===== src/pidc_pkg.sv =====
// Shared types, widths and saturation helpers for the clamped PID controller.
`default_nettype none

package pidc_pkg;

    // Field and register widths
    localparam int DATA_W     = 32;
    localparam int STEP_W     = 31;
    localparam int ERR_W      = 33;
    localparam int DIFF_W     = 34;
    localparam int SUM_W      = 48;
    localparam int ISUM_X_W   = 66;
    localparam int DERIV_W    = 64;
    localparam int TERM_W     = 62;
    localparam int OSUM_W     = 64;
    localparam int CLAMP_W    = 2;
    localparam int OUT_TDATA_W = 40;

    // Serial multiplier geometry
    localparam int MCAND_W    = 64;
    localparam int MPLR_W     = 32;
    localparam int PROD_W     = 96;
    localparam int DIGIT_W    = 4;
    localparam int NUM_DIGITS = MPLR_W / DIGIT_W;

    // APB geometry
    localparam int APB_W      = 32;
    localparam int ADDR_W     = 5;

    // Register reset values
    localparam logic [STEP_W-1:0] STEP_TIME_RST = 31'd655;
    localparam logic [STEP_W-1:0] STEP_RATE_RST = 31'd6553600;
    localparam logic [DATA_W-1:0] OUT_MAX_RST   = 32'h7FFF_FFFF;
    localparam logic [DATA_W-1:0] OUT_MIN_RST   = 32'h8000_0000;

    typedef enum logic [2:0] {
        REG_GAIN_P    = 3'd0,
        REG_GAIN_I    = 3'd1,
        REG_GAIN_D    = 3'd2,
        REG_TARGET    = 3'd3,
        REG_STEP_TIME = 3'd4,
        REG_STEP_RATE = 3'd5,
        REG_OUT_MAX   = 3'd6,
        REG_OUT_MIN   = 3'd7
    } reg_idx_t;

    typedef enum logic [1:0] {
        ST_IDLE,
        ST_START,
        ST_RUN,
        ST_CLAMP
    } state_t;

    typedef enum logic [2:0] {
        OP_INTEG,
        OP_DERIV,
        OP_PTERM,
        OP_ITERM,
        OP_DTERM
    } op_t;

    typedef enum logic [CLAMP_W-1:0] {
        CLAMP_NONE = 2'd0,
        CLAMP_HIGH = 2'd1,
        CLAMP_LOW  = 2'd2
    } clamp_t;

    typedef struct packed {
        logic                       start;
        logic signed [MCAND_W-1:0]  mcand;
        logic signed [MPLR_W-1:0]   mplr;
    } mul_req_t;

    typedef struct packed {
        logic                       done;
        logic        [PROD_W-1:0]   product;
    } mul_rsp_t;

    // Saturate the widened integral sum to the 48-bit state range
    function automatic logic signed [SUM_W-1:0] sat_sum(input logic signed [ISUM_X_W-1:0] v);
        logic signed [SUM_W-1:0] r;
        if ((&v[ISUM_X_W-1:SUM_W-1]) || (~|v[ISUM_X_W-1:SUM_W-1]))
            r = v[SUM_W-1:0];
        else if (v[ISUM_X_W-1])
            r = {1'b1, {(SUM_W-1){1'b0}}};
        else
            r = {1'b0, {(SUM_W-1){1'b1}}};
        return r;
    endfunction

    // Saturate a shifted product to the output term range
    function automatic logic signed [TERM_W-1:0] sat_term(input logic signed [PROD_W-1:0] v);
        logic signed [TERM_W-1:0] r;
        if ((&v[PROD_W-1:TERM_W-1]) || (~|v[PROD_W-1:TERM_W-1]))
            r = v[TERM_W-1:0];
        else if (v[PROD_W-1])
            r = {1'b1, {(TERM_W-1){1'b0}}};
        else
            r = {1'b0, {(TERM_W-1){1'b1}}};
        return r;
    endfunction

endpackage

`default_nettype wire


===== src/pid_controller_clamped.sv =====
// Top level of the clamped PID controller: APB registers, sequencer and output register.
//
//  channel  | direction | handshake                   | payload
//  ---------+-----------+-----------------------------+---------------------------------------
//  s_axis   | in        | s_tvalid / s_tready         | s_tdata[31:0] sample
//  m_axis   | out       | m_tvalid / m_tready         | m_tdata[31:0] drive, [33:32] clamp_state
//  apb      | in        | psel, penable, pwrite, pready | paddr, pwdata, prdata
//
// A sample runs five products one after another on the shared 4-bit-digit multiplier, each
// a load in ST_START, then the digit steps and the writeback in ST_RUN, then a clamp state
// that loads the output register; only back in idle is s_tready high for the next sample.
// s_tready is high whenever the sequencer is idle, even while a result waits in the
// output register; the clamp cycle holds until that register is free.
// Reset (rst_n, async, active low) clears the integral and the previous error, and sets all
// configuration registers to their reset values.
`default_nettype none

module pid_controller_clamped
#(
    parameter int FRAC_BITS = 16
)
(
    input  logic                          clk,
    input  logic                          rst_n,
    // APB configuration port
    input  logic                          psel,
    input  logic                          penable,
    input  logic                          pwrite,
    input  logic [pidc_pkg::ADDR_W-1:0]   paddr,
    input  logic [pidc_pkg::APB_W-1:0]    pwdata,
    output logic [pidc_pkg::APB_W-1:0]    prdata,
    output logic                          pready,
    // Input stream
    input  logic                          s_tvalid,
    output logic                          s_tready,
    input  logic [pidc_pkg::DATA_W-1:0]   s_tdata,   // [31:0] sample
    // Output stream
    output logic                          m_tvalid,
    input  logic                          m_tready,
    output logic [pidc_pkg::OUT_TDATA_W-1:0] m_tdata // [31:0] drive, [33:32] clamp_state
);
    import pidc_pkg::*;

    // Configuration registers
    logic signed [DATA_W-1:0] gain_p_reg, gain_i_reg, gain_d_reg, target_reg;
    logic signed [DATA_W-1:0] out_max_reg, out_min_reg;
    logic        [STEP_W-1:0] step_time_reg, step_rate_reg;
    logic                     cfg_wr;
    reg_idx_t                 cfg_idx;

    // Sequencer and datapath
    state_t                    state_reg, state_next;
    op_t                       op_reg, op_next;
    logic signed [ERR_W-1:0]   err_reg, err_next;
    logic signed [ERR_W-1:0]   last_err_reg, last_err_next;
    logic signed [SUM_W-1:0]   isum_reg, isum_next;
    logic signed [DERIV_W-1:0] deriv_reg, deriv_next;
    logic signed [OSUM_W-1:0]  osum_reg, osum_next;
    logic                      out_valid_reg, out_valid_next;
    logic [OUT_TDATA_W-1:0]    out_data_reg, out_data_next;

    logic                      in_xfer;
    logic                      mul_start;
    logic                      out_free;
    logic                      out_load;
    logic signed [DIFF_W-1:0]  diff;
    logic signed [PROD_W-1:0]  shifted;
    logic signed [ISUM_X_W-1:0] isum_wide;
    logic signed [TERM_W-1:0]  term;
    logic signed [OSUM_W-1:0]  lim_max, lim_min, clamped;
    clamp_t                    clamp_st;
    mul_req_t                  mul_req;
    mul_rsp_t                  mul_rsp;

    // APB decode
    assign pready  = 1'b1;
    assign cfg_wr  = psel && penable && pwrite && pready;
    assign cfg_idx = reg_idx_t'(paddr[ADDR_W-1:2]);

    always_ff @(posedge clk or negedge rst_n)
    begin
        if (!rst_n)
        begin
            gain_p_reg    <= '0;
            gain_i_reg    <= '0;
            gain_d_reg    <= '0;
            target_reg    <= '0;
            step_time_reg <= STEP_TIME_RST;
            step_rate_reg <= STEP_RATE_RST;
            out_max_reg   <= OUT_MAX_RST;
            out_min_reg   <= OUT_MIN_RST;
        end
        else if (cfg_wr)
        begin
            unique case (cfg_idx)
                REG_GAIN_P:    gain_p_reg    <= pwdata[DATA_W-1:0];
                REG_GAIN_I:    gain_i_reg    <= pwdata[DATA_W-1:0];
                REG_GAIN_D:    gain_d_reg    <= pwdata[DATA_W-1:0];
                REG_TARGET:    target_reg    <= pwdata[DATA_W-1:0];
                REG_STEP_TIME: step_time_reg <= pwdata[STEP_W-1:0];
                REG_STEP_RATE: step_rate_reg <= pwdata[STEP_W-1:0];
                REG_OUT_MAX:   out_max_reg   <= pwdata[DATA_W-1:0];
                REG_OUT_MIN:   out_min_reg   <= pwdata[DATA_W-1:0];
            endcase
        end
    end

    // Register readback
    always_comb
    begin
        unique case (cfg_idx)
            REG_GAIN_P:    prdata = gain_p_reg;
            REG_GAIN_I:    prdata = gain_i_reg;
            REG_GAIN_D:    prdata = gain_d_reg;
            REG_TARGET:    prdata = target_reg;
            REG_STEP_TIME: prdata = {1'b0, step_time_reg};
            REG_STEP_RATE: prdata = {1'b0, step_rate_reg};
            REG_OUT_MAX:   prdata = out_max_reg;
            REG_OUT_MIN:   prdata = out_min_reg;
        endcase
    end

    // Shared serial multiplier
    pidc_mul u_mul
    (
        .clk   (clk),
        .rst_n (rst_n),
        .req   (mul_req),
        .rsp   (mul_rsp)
    );

    // Select operands for the current product
    assign diff = DIFF_W'(err_reg) - DIFF_W'(last_err_reg);

    always_comb
    begin
        mul_req.start = mul_start;
        unique case (op_reg)
            OP_INTEG:
            begin
                mul_req.mcand = MCAND_W'(err_reg);
                mul_req.mplr  = MPLR_W'({1'b0, step_time_reg});
            end
            OP_DERIV:
            begin
                mul_req.mcand = MCAND_W'(diff);
                mul_req.mplr  = MPLR_W'({1'b0, step_rate_reg});
            end
            OP_PTERM:
            begin
                mul_req.mcand = MCAND_W'(err_reg);
                mul_req.mplr  = gain_p_reg;
            end
            OP_ITERM:
            begin
                mul_req.mcand = MCAND_W'(isum_reg);
                mul_req.mplr  = gain_i_reg;
            end
            OP_DTERM:
            begin
                mul_req.mcand = deriv_reg;
                mul_req.mplr  = gain_d_reg;
            end
            default:
            begin
                mul_req.mcand = '0;
                mul_req.mplr  = '0;
            end
        endcase
    end

    // Scale the finished product and form the running sums
    always_comb
    begin
        shifted   = $signed(mul_rsp.product) >>> FRAC_BITS;
        isum_wide = ISUM_X_W'(isum_reg) + ISUM_X_W'(shifted);
        term      = sat_term(shifted);
    end

    // Next state
    always_comb
    begin
        state_next = state_reg;
        unique case (state_reg)
            ST_IDLE:
                if (s_tvalid)
                    state_next = ST_START;
            ST_START:
                state_next = ST_RUN;
            ST_RUN:
                if (mul_rsp.done)
                    state_next = (op_reg == OP_DTERM) ? ST_CLAMP : ST_START;
            ST_CLAMP:
                if (out_free)
                    state_next = ST_IDLE;
        endcase
    end

    // Sequencer outputs
    assign out_free = !out_valid_reg || m_tready;

    always_comb
    begin
        s_tready  = 1'b0;
        mul_start = 1'b0;
        out_load  = 1'b0;
        unique case (state_reg)
            ST_IDLE:  s_tready  = 1'b1;
            ST_START: mul_start = 1'b1;
            ST_RUN:   ;
            ST_CLAMP: out_load  = out_free;
        endcase
    end

    assign in_xfer = s_tvalid && s_tready;

    // Datapath updates: load the error on a transfer, retire each product
    always_comb
    begin
        op_next       = op_reg;
        err_next      = err_reg;
        last_err_next = last_err_reg;
        isum_next     = isum_reg;
        deriv_next    = deriv_reg;
        osum_next     = osum_reg;
        if (in_xfer)
        begin
            err_next  = ERR_W'(target_reg) - ERR_W'($signed(s_tdata));
            osum_next = '0;
            op_next   = OP_INTEG;
        end
        else if ((state_reg == ST_RUN) && mul_rsp.done)
        begin
            unique case (op_reg)
                OP_INTEG:
                begin
                    isum_next = sat_sum(isum_wide);
                    op_next   = OP_DERIV;
                end
                OP_DERIV:
                begin
                    deriv_next    = shifted[DERIV_W-1:0];
                    last_err_next = err_reg;
                    op_next       = OP_PTERM;
                end
                OP_PTERM:
                begin
                    osum_next = osum_reg + OSUM_W'(term);
                    op_next   = OP_ITERM;
                end
                OP_ITERM:
                begin
                    osum_next = osum_reg + OSUM_W'(term);
                    op_next   = OP_DTERM;
                end
                OP_DTERM:
                    osum_next = osum_reg + OSUM_W'(term);
                default:
                    op_next = OP_INTEG;
            endcase
        end
    end

    // Clamp to the upper limit first, then the lower one
    always_comb
    begin
        lim_max  = OSUM_W'(out_max_reg);
        lim_min  = OSUM_W'(out_min_reg);
        clamped  = osum_reg;
        clamp_st = CLAMP_NONE;
        if (clamped > lim_max)
        begin
            clamped  = lim_max;
            clamp_st = CLAMP_HIGH;
        end
        if (clamped < lim_min)
        begin
            clamped  = lim_min;
            clamp_st = CLAMP_LOW;
        end
    end

    // Output register
    always_comb
    begin
        out_valid_next = out_valid_reg;
        out_data_next  = out_data_reg;
        if (out_load)
        begin
            out_valid_next = 1'b1;
            out_data_next  = {{(OUT_TDATA_W - DATA_W - CLAMP_W){1'b0}},
                              clamp_st, clamped[DATA_W-1:0]};
        end
        else if (m_tready)
            out_valid_next = 1'b0;
    end

    // Control and loop state
    always_ff @(posedge clk or negedge rst_n)
    begin
        if (!rst_n)
        begin
            state_reg     <= ST_IDLE;
            op_reg        <= OP_INTEG;
            out_valid_reg <= 1'b0;
            isum_reg      <= '0;
            last_err_reg  <= '0;
        end
        else
        begin
            state_reg     <= state_next;
            op_reg        <= op_next;
            out_valid_reg <= out_valid_next;
            isum_reg      <= isum_next;
            last_err_reg  <= last_err_next;
        end
    end

    // Payload registers
    always_ff @(posedge clk)
    begin
        err_reg      <= err_next;
        deriv_reg    <= deriv_next;
        osum_reg     <= osum_next;
        out_data_reg <= out_data_next;
    end

    assign m_tvalid = out_valid_reg;
    assign m_tdata  = out_data_reg;

endmodule

`default_nettype wire


===== src/pidc_mul.sv =====
// Digit-serial signed multiplier: 64-bit multiplicand, 32-bit multiplier, 4 bits per cycle.
`default_nettype none

module pidc_mul
(
    input  logic               clk,
    input  logic               rst_n,
    input  pidc_pkg::mul_req_t req,
    output pidc_pkg::mul_rsp_t rsp
);
    import pidc_pkg::*;

    localparam int ACC_W  = MCAND_W + DIGIT_W + 1;
    localparam int CNT_W  = $clog2(NUM_DIGITS);
    localparam int FULL_W = ACC_W + MPLR_W;

    logic signed [MCAND_W-1:0] mcand_reg, mcand_next;
    logic        [MPLR_W-1:0]  mplr_reg, mplr_next;
    logic signed [ACC_W-1:0]   acc_reg, acc_next;
    logic        [MPLR_W-1:0]  lo_reg, lo_next;
    logic        [CNT_W-1:0]   cnt_reg, cnt_next;
    logic                      busy_reg, busy_next;
    logic                      done_reg, done_next;

    logic                      last_digit;
    logic signed [DIGIT_W:0]   digit;
    logic signed [ACC_W-1:0]   partial;
    logic signed [ACC_W-1:0]   step_sum;
    logic        [FULL_W-1:0]  full;

    // Pick the current digit; the top digit carries the multiplier sign
    always_comb
    begin
        last_digit = (cnt_reg == CNT_W'(NUM_DIGITS - 1));
        if (last_digit)
            digit = $signed({mplr_reg[DIGIT_W-1], mplr_reg[DIGIT_W-1:0]});
        else
            digit = $signed({1'b0, mplr_reg[DIGIT_W-1:0]});
        partial  = ACC_W'(mcand_reg) * ACC_W'(digit);
        step_sum = acc_reg + partial;
    end

    // Load on start, otherwise add one partial product and shift a digit out
    always_comb
    begin
        mcand_next = mcand_reg;
        mplr_next  = mplr_reg;
        acc_next   = acc_reg;
        lo_next    = lo_reg;
        cnt_next   = cnt_reg;
        busy_next  = busy_reg;
        done_next  = 1'b0;
        if (req.start)
        begin
            mcand_next = req.mcand;
            mplr_next  = req.mplr;
            acc_next   = '0;
            cnt_next   = '0;
            busy_next  = 1'b1;
        end
        else if (busy_reg)
        begin
            acc_next  = step_sum >>> DIGIT_W;
            lo_next   = {step_sum[DIGIT_W-1:0], lo_reg[MPLR_W-1:DIGIT_W]};
            mplr_next = mplr_reg >> DIGIT_W;
            cnt_next  = cnt_reg + 1'b1;
            if (last_digit)
            begin
                busy_next = 1'b0;
                done_next = 1'b1;
            end
        end
    end

    // Control state
    always_ff @(posedge clk or negedge rst_n)
    begin
        if (!rst_n)
        begin
            cnt_reg  <= '0;
            busy_reg <= 1'b0;
            done_reg <= 1'b0;
        end
        else
        begin
            cnt_reg  <= cnt_next;
            busy_reg <= busy_next;
            done_reg <= done_next;
        end
    end

    // Operand and accumulator registers
    always_ff @(posedge clk)
    begin
        mcand_reg <= mcand_next;
        mplr_reg  <= mplr_next;
        acc_reg   <= acc_next;
        lo_reg    <= lo_next;
    end

    // Product is the accumulator over the shifted-out low digits
    assign full        = {acc_reg, lo_reg};
    assign rsp.done    = done_reg;
    assign rsp.product = full[PROD_W-1:0];

endmodule

`default_nettype wire

===== config.mk =====
export PLATFORM = sky130hd
export DESIGN_NAME = pid_controller_clamped
export DESIGN_NICKNAME = d
export VERILOG_FILES = /design/src/pidc_pkg.sv /design/src/pid_controller_clamped.sv /design/src/pidc_mul.sv
export SDC_FILE = /design/constraint.sdc
export NUM_CORES = 2
export LEC_CHECK = 0
export ABC_AREA = 1
export BUFFER_PORTS_ARGS = -buffer_cell sky130_fd_sc_hd__buf_2
export CORE_ASPECT_RATIO = 0.8
export CORE_MARGIN = 5
export CORE_UTILIZATION = 25
export DETAILED_ROUTE_END_ITERATION = 10
export SYNTH_ARGS = -nofsm -noshare
export SYNTH_HDL_FRONTEND = slang
export SYNTH_SLANG_ARGS = --single-unit

===== constraint.sdc =====
create_clock -name clk -period 16.5 [get_ports clk]
set_clock_uncertainty 0.2 [all_clocks]
set_input_delay 1.65 -clock clk [delete_from_list [all_inputs] [get_ports clk]]
set_output_delay 1.65 -clock clk [all_outputs]
set_load 0.05 [all_outputs]

Word level (Yosys, flattened, before mapping)
Index checks and enable logic that the tools add are counted.

Register bits after elaboration: 734. Input port bits: 76. Logic and storage cells: 123. Output and inout port bits: 75.

Add/subtract/negate cells: 6. $lt $le $gt $ge: 2. Reductions and logical operators: 35. Bitwise gates (word level): 2. Mux-type cells: 33. Multiply operators: 1. Eq/ne operators: 19.

Operators with widths (count): $pmux 96 s5 (1); $pmux 32 s8 (1); $mux 62 (2); $mux 32 (3); $mux 48 (2); $add 65x69->69 (1); $mul 64x5->69 (1); $add 48x66->66 (1); $add 64x62->64 (1); $gt 64x32->1 (1); $lt 64x32->1 (1); $mux 64 (1); $reduce_and 19->1 (2); $reduce_or 19->1 (2); $sub 33x33->34 (1); $sub 32x32->33 (1); $reduce_and 2->1 (11); $eq 3x3->1 const B (6); $pmux 3 s5 (1); $eq 3x2->1 const B (4); $mux 1 (12); $mux 3 (4); $reduce_and 3->1 (3); $mux 2 (4); other kinds (16) (31).

Logic depth before layout (Yosys ltp)
Depth in word-level cells: 5. Gate-level depth with buffers: 37. Gate-level depth less buffers: 35.

Cells and area by module
A second synthesis with hierarchy kept.

Cell total of the unflattened synthesis: 8160. Area total of the unflattened synthesis: 60800.8 µm².

Modules (own cells, without submodules): pid_controller_clamped (times used 1, area an instance 38560.7 µm², cells an instance 5119); pidc_mul (times used 1, area an instance 22240.1 µm², cells an instance 3041).

Least setup slack after synthesis
No wires, ideal clock.

Path type: register to register. Start point: register u_mul.cnt_reg[0]. End point: register u_mul.acc_reg[37]. Arrival: 5787 ps. Path buffers: 2. Path slack: 10394 ps. Cell stages (with the launch flop): 32. Setup time: 119 ps. Clock period less this slack: 6106 ps. Path through: dfrtp_1 > ha_1 > ha_1 > nand2_1 > clkbuf_1 > clkbuf_1 > inv_1 > fa_1 > inv_1 > fa_1 > fa_1 > fa_1 > inv_1 > fa_1 > a31oi_1 > nor2_1 > nor2_1 > o21bai_1 > nand2_1 > nand2_1 > a21oi_1 > o21ai_0 > nand3_1 > nand2_1 > nand2_1 > nand2_1 > a21oi_1 > inv_1 > nand2_1 > nand2_1 > o21ai_0 > nand2_1.

Longest elaborated chain between the ends: 4.

Ends and longest elaborated chain: start: declaration (line pidc_mul.sv:21) `logic [CNT_W-1:0] cnt_reg, cnt_next;`; start signal: assignment (line pidc_mul.sv:86) `cnt_reg <= cnt_next;`; $eq 3x3->1 (line pidc_mul.sv:34) `last_digit = (cnt_reg == CNT_W'(NUM_DIGITS - 1));`; $mux 5 (line pidc_mul.sv:35) `if (last_digit)`; $mul 64x5->69 (line pidc_mul.sv:39) `partial = ACC_W'(mcand_reg) * ACC_W'(digit);`; $add 65x69->69 (line pidc_mul.sv:40) `step_sum = acc_reg + partial;`; end signal: assignment (line pidc_mul.sv:97) `acc_reg <= acc_next;`; end: declaration (line pidc_mul.sv:19) `logic signed [ACC_W-1:0] acc_reg, acc_next;`.

No other way between the ends. A chain may end at the register's enable or synchronous reset.

Final worst setup path
Start point: register u_mul.mplr_reg[3]. End point: register u_mul.acc_reg[61].

Longest elaborated chain between the ends: 3.

Ends and longest elaborated chain: start: declaration (line pidc_mul.sv:18) `logic [MPLR_W-1:0] mplr_reg, mplr_next;`; start signal: assignment (line pidc_mul.sv:96) `mplr_reg <= mplr_next;`; $mux 5 (line pidc_mul.sv:35); $mul 64x5->69 (line pidc_mul.sv:39); $add 65x69->69 (line pidc_mul.sv:40).

No other way between the ends.

==> impl_summary.md <==
Worst setup path
Data on the critical path arrives at its endpoint at roughly 7.9 ns. The largest stage delay on the critical path is between 0.6 and 0.7 ns. STA puts the critical path data required time at around 17 ns. The maximum fanout along the worst path is 65. The path type of the worst setup path is flip-flop to flip-flop.

Among all stages on the critical path, the largest delay is contributed by sky130_fd_sc_hd__o21ai_0. STA classifies the critical path endpoint as a flip-flop. STA classifies the critical path startpoint as a flip-flop. The startpoint identified for the worst register-to-register timing path is u_mul.mplr_reg[3]$_DFFE_PP_.

For flop-to-flop paths, the worst setup slack is 8.99 ns. By instance count, the cell type seen most on the critical path is sky130_fd_sc_hd__nand2_1. Tracing the worst setup path back leads to its startpoint at u_mul.mplr_reg[3]$_DFFE_PP_.

Logic synthesis
The mean instance size in the synthesized netlist is between 7 and 8 um^2. The number of storage elements in the synthesis netlist is roughly 700. Counting flops with a built-in enable in the synthesized netlist gives 243.

In the synthesized netlist, the number of instances is about 7.4k. The number of distinct library cell variants in the gate-level netlist after synthesis is 67. The fraction of registers with async set or reset after synthesis is 48.2%. The mapped netlist covers between 50000 and 60000 um^2.

The yosys synthesis warning count is 0. The cell type contributing the most total cell area after synthesis is sky130_fd_sc_hd__dfrtp_1. The register area share after synthesis is 32.3%.

Ranked by total cell area, the synthesized netlist is headed by sky130_fd_sc_hd__dfrtp_1, sky130_fd_sc_hd__edfxtp_1, sky130_fd_sc_hd__nand2_1. In the synthesized netlist the dominant register cell turns out to be sky130_fd_sc_hd__dfrtp_1. The area fraction of the dominant cell type after synthesis is 13.3%.

STA
Measured against its own limit, the worst slew margin works out to 21.6%. The highest achievable clock rate is 0.133 GHz. The final hold violation count is 0.

The setup-violating endpoint count in the final report is 0. The final-layout worst hold slack is between 0.2 and 0.3 ns. After layout, the minimum clock period comes to ~7.5 ns.

The period utilization is between 40% and 50%. Across all setup checks in the final design, the least slack found is about 9 ns. Setup repair after global routing left no endpoint under its margin. The measured slew at the worst slew-check pin is around 1.2 ns. The final number of max-transition violations is 0.

In the final timing run, aggregate negative setup slack is 0 ns.

Global route
The pin count of the biggest net entering global routing is 96. The number of global-route vias before repair came to roughly 50k. The total overflow left after global routing is 0.

In the global route stage, overall resource usage came out at between 15 and 20%. The first global-routing pass estimated just over 300 mm of wire. The initial antenna violation count came to 22.

Clock tree
In this run the deepest clock path goes through 3 buffers. The clock slew seen by the registers of the worst setup and hold paths is 0.06 ns. The number of hold buffers added after CTS was 0. The level count of the clock H-tree is 3. The clock insertion delay at the later pin of the skew report is between 0.7 and 0.8 ns. In this run, post-CTS repair resized a total of 0 instances. The clock sink count is 718.

The clock tree from TritonCTS is done. CTS placed an instance of sky130_fd_sc_hd__clkbuf_16 at the clock tree root. Post-CTS timing repair inserted 0 buffers for setup. Counting the buffers created by CTS gives 83.

Routing
For this block, the initial DRC count from the detailed router was 5619. In the routed design, unresolved DRC markers number 0. The final wirelength is 203 mm. The antenna violation net count after detailed routing is 0. Dividing the detail-routed wire length by the instance count gives ~19 um. After detailed routing, the number of vias per cell comes to 4.94. The first TritonRoute pass finished after 7 iterations. The detailed-route via count is ~52k.

Placement
Summing all placed instances gives a cell area of roughly 62000 um^2. Port buffering added roughly 140 buffers. The HPWL after detailed placement is around 150 mm. The congestion estimate from routability-driven global placement came to 0.932. The post-placement worst setup slack is approximately 9.0 ns.

Worst hold path
The path type of the worst min-delay path is flip-flop to flip-flop. The launch point of the worst hold path is gain_d_reg[19]$_DFFE_PN0P_.

Cells and area
The combined flip-flop and latch cell area is ~19000 um^2. In the final layout, the share of cells above drive strength 1 is 7.89%. The library cell used most frequently in the layout, excluding fill and tap cells, is sky130_fd_sc_hd__nand2_1. The area of combinational cells with multiple inputs is about 33000 um^2. Summing all non-filler instances in the final layout gives an area of 64700 um^2.

The final layout contains between 8k and 9k nets. The register with the most flip-flops in the layout has 65 of them. The total of fill cells in the finished design is roughly 25k. In the layout the commonest cells are sky130_fd_sc_hd__nand2_1, sky130_fd_sc_hd__inv_1, sky130_fd_sc_hd__o21ai_0. Relative to the synthesized area, the layout overhead comes to 12.5%.

Outcome
The flow ran to the end, and the final reports show no timing, DRC or antenna violations.

Floorplanning
The die covers 240000 um^2. From left edge to right edge, the die measures 546 um. The region available for standard cell placement spans ~230000 um^2. The initial core utilization is between 20% and 30%. The number of rows created at floorplan is approximately 160. The vertical die dimension is around 440 um.

The count of pins on the block boundary is approximately 150.

Run
The count of max-cap constraint violations is 0.
==> critical path, delay by kind of cell, from the launching register on <==
family	cells	cell delay, ns
adders and majority gates	5	2.27
AOI/OAI and AO/OA	8	1.75
and+or+nand+nor	13	1.68
buffers and inverters	4	1.01
DFF	1	0.37
==> kinds of logic (layout without fill, tap and decap cells) <==
kind of cell             count (synthesis)  in the layout  share of synthesized area [%]
buffers and inverters                 1556           1676                           10.4
flip-flops                             718            718                           32.3
adder cells (fa/ha/maj)                721            721                           19.1
AO/OA/AOI/OAI                         1822           1822                           18.4
AND/OR/NAND/NOR                       2441           2441                           17.4
other                                    2             12                         0.0131
XOR/XNOR                               154            154                           2.35
==> final cells by class <==
class                   instances  share of cell area [%]
inverters                    1302                    7.55
well taps                    3021                    5.84
clock inverters                53                    1.12
multi-input cells            5145                    51.2
repair buffers                218                    2.00
clock buffers                 103                    3.50
diodes                          5                  0.0193
flip-flops and latches        718                    28.7
==> routing by layer <==
metal  GRT usage (%)  part of all wire, %  vias up
li1                -                    -    24600
met1            24.4                   46    25000
met2            24.4                   41     2289
met3            3.53                   10      325
met4            3.80                  2.4       10
met5           0.661                 0.14        -
==> cells in the mapped netlist (all sizes together) (62+ instances only) <==
| library cell | instances |
|---|---|
| o21ai | 755 |
| nor2 | 470 |
| nand3 | 179 |
| dfrtp | 305 |
| dfxtp | 129 |
| a21oi | 566 |
| nand4 | 75 |
| o22ai | 68 |
| fa | 262 |
| a31oi | 94 |
| nand2 | 1577 |
| ha | 459 |
| xor2 | 99 |
| inv | 1297 |
| or2 | 62 |
| edfxtp | 243 |
| clkbuf | 214 |
| a221oi | 74 |
==> metrics by stage <==
| stage | cells | util, % |
|---|---|---|
| 2_1_floorplan | 7419 | - |
| 3_3_place_gp | 10400 | 27.0 |
| 3_5_place_dp | 10400 | 27.0 |
| 4_1_cts | 10600 | 28.3 |
| 5_1_grt | 10600 | 28.3 |
| 6_report | 10600 | 28.3 |
==> final timing paths <==
path	depth (start not counted)	end
min in group asynchronous	1	step_rate_reg[23]$_DFFE_PN0P_
hold / removal	2	gain_d_reg[19]$_DFFE_PN0P_
hold reg to reg	2	gain_d_reg[19]$_DFFE_PN0P_
setup / recovery	30	u_mul.acc_reg[61]$_SDFFE_PP0P_
setup reg to reg	30	u_mul.acc_reg[61]$_SDFFE_PP0P_
max in group asynchronous	4	u_mul.cnt_reg[2]$_DFFE_PN0P_
Power is left out: the tool's default activity adds up to more than one toggle a clock period on the data nets, which glitch-free logic cannot reach.
